`src/sv/chm_pkg.sv`:
```
// Shared types and constants for the chained hash map.
package chm_pkg;
  localparam int unsigned NumBuckets = 1024;
  localparam int unsigned PoolEntries = 1024;
  localparam int unsigned BktW = $clog2(NumBuckets);
  localparam int unsigned IdxW = $clog2(PoolEntries);
  localparam int unsigned CntW = $clog2(PoolEntries + 1);
  localparam int unsigned ClrW = $clog2(NumBuckets + 1);

  typedef enum logic [1:0] {
    ST_HIT  = 2'd0,
    ST_NEW  = 2'd1,
    ST_MISS = 2'd2,
    ST_FULL = 2'd3
  } status_e;

  typedef enum logic {
    KIND_INSERT = 1'b0,
    KIND_LOOKUP = 1'b1
  } kind_e;

  // Controller to datapath commands.
  typedef struct packed {
    logic load;       // capture request, start product
    logic head_rd;    // read bucket head
    logic ent_rd;     // read current entry
    logic follow;     // advance to the next entry
    logic upd_val;    // overwrite value of current entry
    logic ins;        // write new entry and relink head
    logic set_res;    // latch the result
    status_e res_st;
  } cmd_t;

  // Datapath to controller status.
  typedef struct packed {
    logic live;       // current pointer is valid
    logic match;      // entry keys equal request keys
    logic steps_done; // walk bound reached
    logic pool_full;
    logic is_lookup;
    logic clearing;   // head table is being cleared after reset
  } stat_t;
endpackage

```
`src/sv/chm_ctrl.sv`:
```
// Controller state machine that sequences the chain walk.
module chm_ctrl (
  input  logic           clk_i,
  input  logic           rst_ni,
  input  logic           in_valid_i,
  output logic           in_ready_o,
  output logic           out_valid_o,
  input  logic           out_ready_i,
  input  chm_pkg::stat_t stat_i,
  output chm_pkg::cmd_t  cmd_o
);
  localparam logic [2:0] S_IDLE = 3'd0;
  localparam logic [2:0] S_HEAD = 3'd1;
  localparam logic [2:0] S_FIRST = 3'd2;
  localparam logic [2:0] S_READ = 3'd3;
  localparam logic [2:0] S_CMP = 3'd4;
  localparam logic [2:0] S_DONE = 3'd5;

  logic [2:0] state_q, state_d;

  always_comb begin
    state_d = state_q;
    cmd_o = '0;
    cmd_o.res_st = chm_pkg::ST_HIT;
    unique case (state_q)
      S_IDLE: begin
        if (in_valid_i && !stat_i.clearing) begin
          cmd_o.load = 1'b1;
          state_d = S_HEAD;
        end
      end
      S_HEAD: begin
        cmd_o.head_rd = 1'b1;
        state_d = S_FIRST;
      end
      S_FIRST: begin
        cmd_o.follow = 1'b1;
        state_d = S_READ;
      end
      S_READ: begin
        if (!stat_i.live || stat_i.steps_done) begin
          cmd_o.set_res = 1'b1;
          state_d = S_DONE;
          if (stat_i.is_lookup) begin
            cmd_o.res_st = chm_pkg::ST_MISS;
          end else if (stat_i.pool_full) begin
            cmd_o.res_st = chm_pkg::ST_FULL;
          end else begin
            cmd_o.res_st = chm_pkg::ST_NEW;
            cmd_o.ins = 1'b1;
          end
        end else begin
          cmd_o.ent_rd = 1'b1;
          state_d = S_CMP;
        end
      end
      S_CMP: begin
        if (stat_i.match) begin
          cmd_o.set_res = 1'b1;
          cmd_o.res_st = chm_pkg::ST_HIT;
          cmd_o.upd_val = !stat_i.is_lookup;
          state_d = S_DONE;
        end else begin
          cmd_o.follow = 1'b1;
          state_d = S_READ;
        end
      end
      S_DONE: begin
        if (out_ready_i) begin
          state_d = S_IDLE;
        end
      end
      default: state_d = S_IDLE;
    endcase
  end

  always_ff @(posedge clk_i or negedge rst_ni) begin
    if (!rst_ni) begin
      state_q <= S_IDLE;
    end else begin
      state_q <= state_d;
    end
  end

  assign in_ready_o = (state_q == S_IDLE) && !stat_i.clearing;
  assign out_valid_o = (state_q == S_DONE);
endmodule

```
`config.mk`:
```
export PLATFORM = sky130hd
export DESIGN_NAME = chm_ctrl
export DESIGN_NICKNAME = d
export VERILOG_FILES = /design/src/sv/chm_pkg.sv /design/src/sv/chm_ctrl.sv
export SDC_FILE = /design/constraint.sdc
export NUM_CORES = 1
export LEC_CHECK = 0
export BUFFER_PORTS_ARGS = -buffer_cell sky130_fd_sc_hd__buf_2
export CAP_MARGIN = 15
export CORE_AREA = 3 3 40 42
export CTS_BUF_LIST = sky130_fd_sc_hd__clkbuf_16
export CTS_CLUSTER_DIAMETER = 60
export DETAILED_ROUTE_END_ITERATION = 7
export DIE_AREA = 0 0 43 45
export SLEW_MARGIN = 20
export SYNTH_ARGS = -nofsm -noshare
export SYNTH_HDL_FRONTEND = slang
export SYNTH_SLANG_ARGS = --single-unit
```
`constraint.sdc`:
```
create_clock -name clk_i -period 2.65 [get_ports clk_i]
set_input_delay 0.3975 -clock clk_i [delete_from_list [all_inputs] [get_ports clk_i]]
set_output_delay 0.3975 -clock clk_i [all_outputs]
set_load 0.1 [all_outputs]
```
Yosys cells after proc, flatten, opt, wreduce, memory -nomap -nowiden
Index checks and enable logic that the tools add are counted.
{"block": "op_classes", "n_mux": 22, "n_eq_ne": 7, "n_reduce_logical": 8}
{"op": "$pmux 3 s6", "count": 1}
{"op": "$mux 1", "count": 12}
{"op": "$mux 3", "count": 4}
{"op": "$eq 3x2->1 const B", "count": 2}
{"op": "$eq 3x3->1 const B", "count": 2}
{"op": "$pmux 3 s2", "count": 1}
{"op": "$mux 2", "count": 2}
{"op": "$mux 4", "count": 1}
{"op": "$eq 3x1->1 const B", "count": 1}
{"op": "$logic_not 1->1", "count": 3}
{"op": "$logic_not 3->1", "count": 1}
{"op": "$logic_and 1x1->1", "count": 2}
{"op": "$ne 2x1->1 const B", "count": 1}
{"op": "$ne 2x2->1 const B", "count": 1}
{"op": "$pmux 1 s2", "count": 1}
{"op": "$reduce_and 2->1", "count": 1}
{"op": "$logic_or 1x1->1", "count": 1}
{"block": "totals", "output_inout_bits": 11, "reg_bits": 3, "in_bits": 10, "wordCells": 38}

Depth between registers and ports, before layout
{"block": "depth", "depth_word": 4, "mapped_depth": 4, "mapped_depth_nobuf": 3}

Worst setup path after synthesis
No wires, ideal clock.
{"block": "synth_path", "path_kind": "register to output", "startpoint": "reg state_q[0]", "endpoint": "out out_valid_o", "path_stages_with_launch": 4, "arrival_ns": 2.620, "n_path_buf": 1, "setup_slack_ns": -0.367, "required_ns": 2.253, "path_cell_list": "dfrtp_1 -> buf_2 -> inv_2 -> nor3_1"}
{"block": "synth_between", "elab_chain_len": 1}
{"item": "start: declaration", "line": "chm_ctrl.sv:19", "rtl": "logic [2:0] state_q, state_d;"}
{"item": "start signal: assignment", "line": "chm_ctrl.sv:81", "rtl": "state_q <= state_d;"}
{"item": "$eq 3x3->1", "line": "chm_ctrl.sv:86", "rtl": "assign out_valid_o = (state_q == S_DONE);"}
{"item": "end: declaration", "line": "chm_ctrl.sv:7", "rtl": "output logic out_valid_o,"}
Every way passes these cells.

==> flow_metrics.py <==
metrics = {
    "setup_path": {
        "crit_arrival_ns": 1.65,
        "r2r_slack_ns": 1.56,
        "crit_path_max_fanout": 8,
        "end_kind": "primary output",
        "worstPathRequired_ns": 2.25,
        "crit_path_cell_trace": "or2_4, nor3_4, and2_2, buf_2",
        "slowest_stage": "dfrtp_1",
        "max_stage_delay_ns": 0.44,
        "start_kind": "flip-flop",
        "r2r-start": "state_q[1]",
        "r2r-end": "state_q[0]",
        "reg2reg_depth": 3,
        "path_class": "flip-flop to primary output",
    },
    "clock_network": {
        "clkTransAtPathRegs_ns": 0.03,
        "post_cts_resized": 0,
        "cts_buffer_depth": 2,
        "cts.htree.levels": 1,
        "numCtsBuffers": 3,
        "cts.sinks": 3,
        "clockRootBuffer": "clkbuf_16",
        "insertion_delay_ns": 0.22,
        "cts_tree": "yes",
    },
    "layout": {
        "nets": 72,
        "synthToLayoutAreaGrowth_pct": 77.7,
        "top_register": "state_q",
        "drive_above_1_share": 0.492,
        "top_regs": "state_q x3",
        "diodes": 0,
        "largest_reg_flops": 3,
    },
    "synth": {
        "ys_types": 21,
        "yosysSeqAreaShare": 0.279,
        "postSynthAreaPerCell_um2": 7.27,
        "netlist_area_um2": 269,
        "ys_warn_count": 0,
        "syn_inst": 37,
        "ys_ff_latch": 3,
        "synth_fp_nets": 47,
    },
    "floorplanning": {
        "die_w_um": 43,
        "initial_core_util": 0.209,
        "fp.dieH_um": 45,
        "fp.dieArea_um2": 1940,
        "io-pin-count": 21,
        "core_um2": 1280,
        "rows": 13,
    },
    "detailed_routing": {
        "ant_nets": 0,
        "vias": 329,
        "drc": 0,
        "wl_um": 711,
        "routedWlPerCell_um": 9.36,
        "viasPerCell": 4.33,
        "first_pass_iters": 3,
        "drtIter0Drc": 8,
    },
    "grt": {
        "antenna_found_initial": 0,
        "gr-usage-all-layers": 0.0767,
        "grt_max_degree": 11,
        "grt_pass1_vias": 275,
        "gr-total-overflow": 0,
        "grt_pass1_wl_um": 1060,
    },
    "job": {
        "drv_cap": 0,
    },
    "sta": {
        "period_minus_slack_ns": 2.04,
        "tns_ns": 0,
        "clock_skew_ns": 0.00270,
        "relSlewSlack": 0.678,
        "tightest_slew_ns": 0.486,
        "fmax_mhz": 489,
        "setup_viol_count_final": 0,
        "hold_viol_final": 0,
        "rsz0062_at_grt": "false",
        "finalCritPeriodShare": 0.771,
        "drv_slew": 0,
    },
    "placement": {
        "io_buffer_count": 20,
        "dpl.hpwl_um": 601,
        "routabilityCongestion": 0.716,
    },
    "worst_hold_path": {
        "holdPathStages": 2,
        "hold_end": "state_q[2]",
        "hold_class": "primary input to flip-flop",
        "min_from": "out_ready_i",
    },
    "run_status": {
        "outcome": "finished clean",
    },
}
-- Yosys cell counts --
| cell | instances | area [µm²] |
|---|---|---|
| o311ai_1 | 1 | 8.76 |
| and2_1 | 1 | 6.26 |
| nor3_2 | 1 | 10.0 |
| nand3_1 | 1 | 5.00 |
| nand2b_1 | 2 | 12.5 |
| nor3_4 | 1 | 16.3 |
| nand3_2 | 1 | 10.0 |
| nor3b_1 | 1 | 7.51 |
| inv_1 | 2 | 7.51 |
| a21oi_1 | 2 | 10.0 |
| nor2b_1 | 1 | 6.26 |
| nor3_1 | 2 | 10.0 |
| nor2_1 | 9 | 33.8 |
| o22ai_1 | 1 | 6.26 |
| dfrtp_1 | 3 | 75.1 |
| nand2_1 | 3 | 11.3 |
| or2_4 | 1 | 8.76 |
| inv_2 | 1 | 3.75 |
| buf_2 | 1 | 5.00 |
| a211oi_1 | 1 | 7.51 |
| and2b_1 | 1 | 7.51 |
-- critical path, delay by kind of cell (launching register included) --
| kind | cells | cell delay (ns) |
|---|---|---|
| AND/OR/NAND/NOR | 3 | 0.57 |
| flip-flops | 1 | 0.44 |
| buffers and inverters | 1 | 0.41 |
-- repair_timing --
| action | CTS | global route |
|---|---|---|
| hold buffers | 1 | 0 |
| hold endpoints to repair | 3 | 0 |
| setup buffers | 0 | 0 |
-- metal layers --
metal	vias to the layer above	track usage	routed length (µm)
met5	-	0	0
met3	0	0.0598	57
met1	151	0.0775	291
met2	8	0.117	362
met4	0	0.0361	0
li1	170	-	-
-- metrics by stage --
stage | hold slack, ns | instance area, µm² | util | worst slack, ns | instances
finish | 0.429 | 478 | 0.372 | 0.607 | 76
global route | 0.438 | 478 | 0.372 | 0.547 | 76
CTS | 0.434 | 478 | 0.372 | 0.601 | 76
detailed placement | 0.197 | 389 | 0.303 | 0.836 | 71
global placement | 0.198 | 389 | 0.303 | 0.840 | 71
floorplan | 0.102 | 275 | - | 0.166 | 37
-- how the worst max path moves through the flow --
stage | endpoint | slack (ns) | from | cells past startpoint
floorplan | cmd_o[8] | 0.17 | state_q[1] | 3
global placement | cmd_o[8] | 0.84 | state_q[1] | 4
detailed placement | cmd_o[8] | 0.84 | state_q[1] | 4
CTS | cmd_o[8] | 0.60 | state_q[1] | 4
global route | cmd_o[8] | 0.55 | state_q[1] | 4
finish | cmd_o[8] | 0.61 | state_q[1] | 4
-- layout make-up --
cell class / count / area, µm²
inverter: 3 / 11.3
timing repair buffer: 21 / 110
fill: 141 / 807
tap: 15 / 18.8
sequential: 3 / 75.1
clock inverter: 1 / 3.75
clock buffer: 3 / 75.1
multi-input combinational: 30 / 184
-- logic make-up (layout without fill, tap and decap cells) --
group | after synthesis | in the layout | synth area share
DFF | 3 | 3 | 0.279
buffers and inverters | 4 | 28 | 0.0604
and+or+nand+nor | 25 | 25 | 0.540
AOI/OAI and AO/OA | 5 | 5 | 0.121
-- placed cells by master (no fill, tap or decap), types with 2 or more instances in the layout --
| master | synthesis | routed |
|---|---|---|
| nand2b_1 | 2 | 2 |
| nand2_1 | 3 | 3 |
| nor2_1 | 9 | 9 |
| dfrtp_1 | 3 | 3 |
| buf_2 | 1 | 20 |
| nor3_2 | 1 | 2 |
| a21oi_1 | 2 | 2 |
| clkbuf_16 | 0 | 3 |
| inv_1 | 2 | 3 |
Power is left out: the tool's default activity adds up to more than one toggle a clock period on the data nets, which glitch-free logic cannot reach.
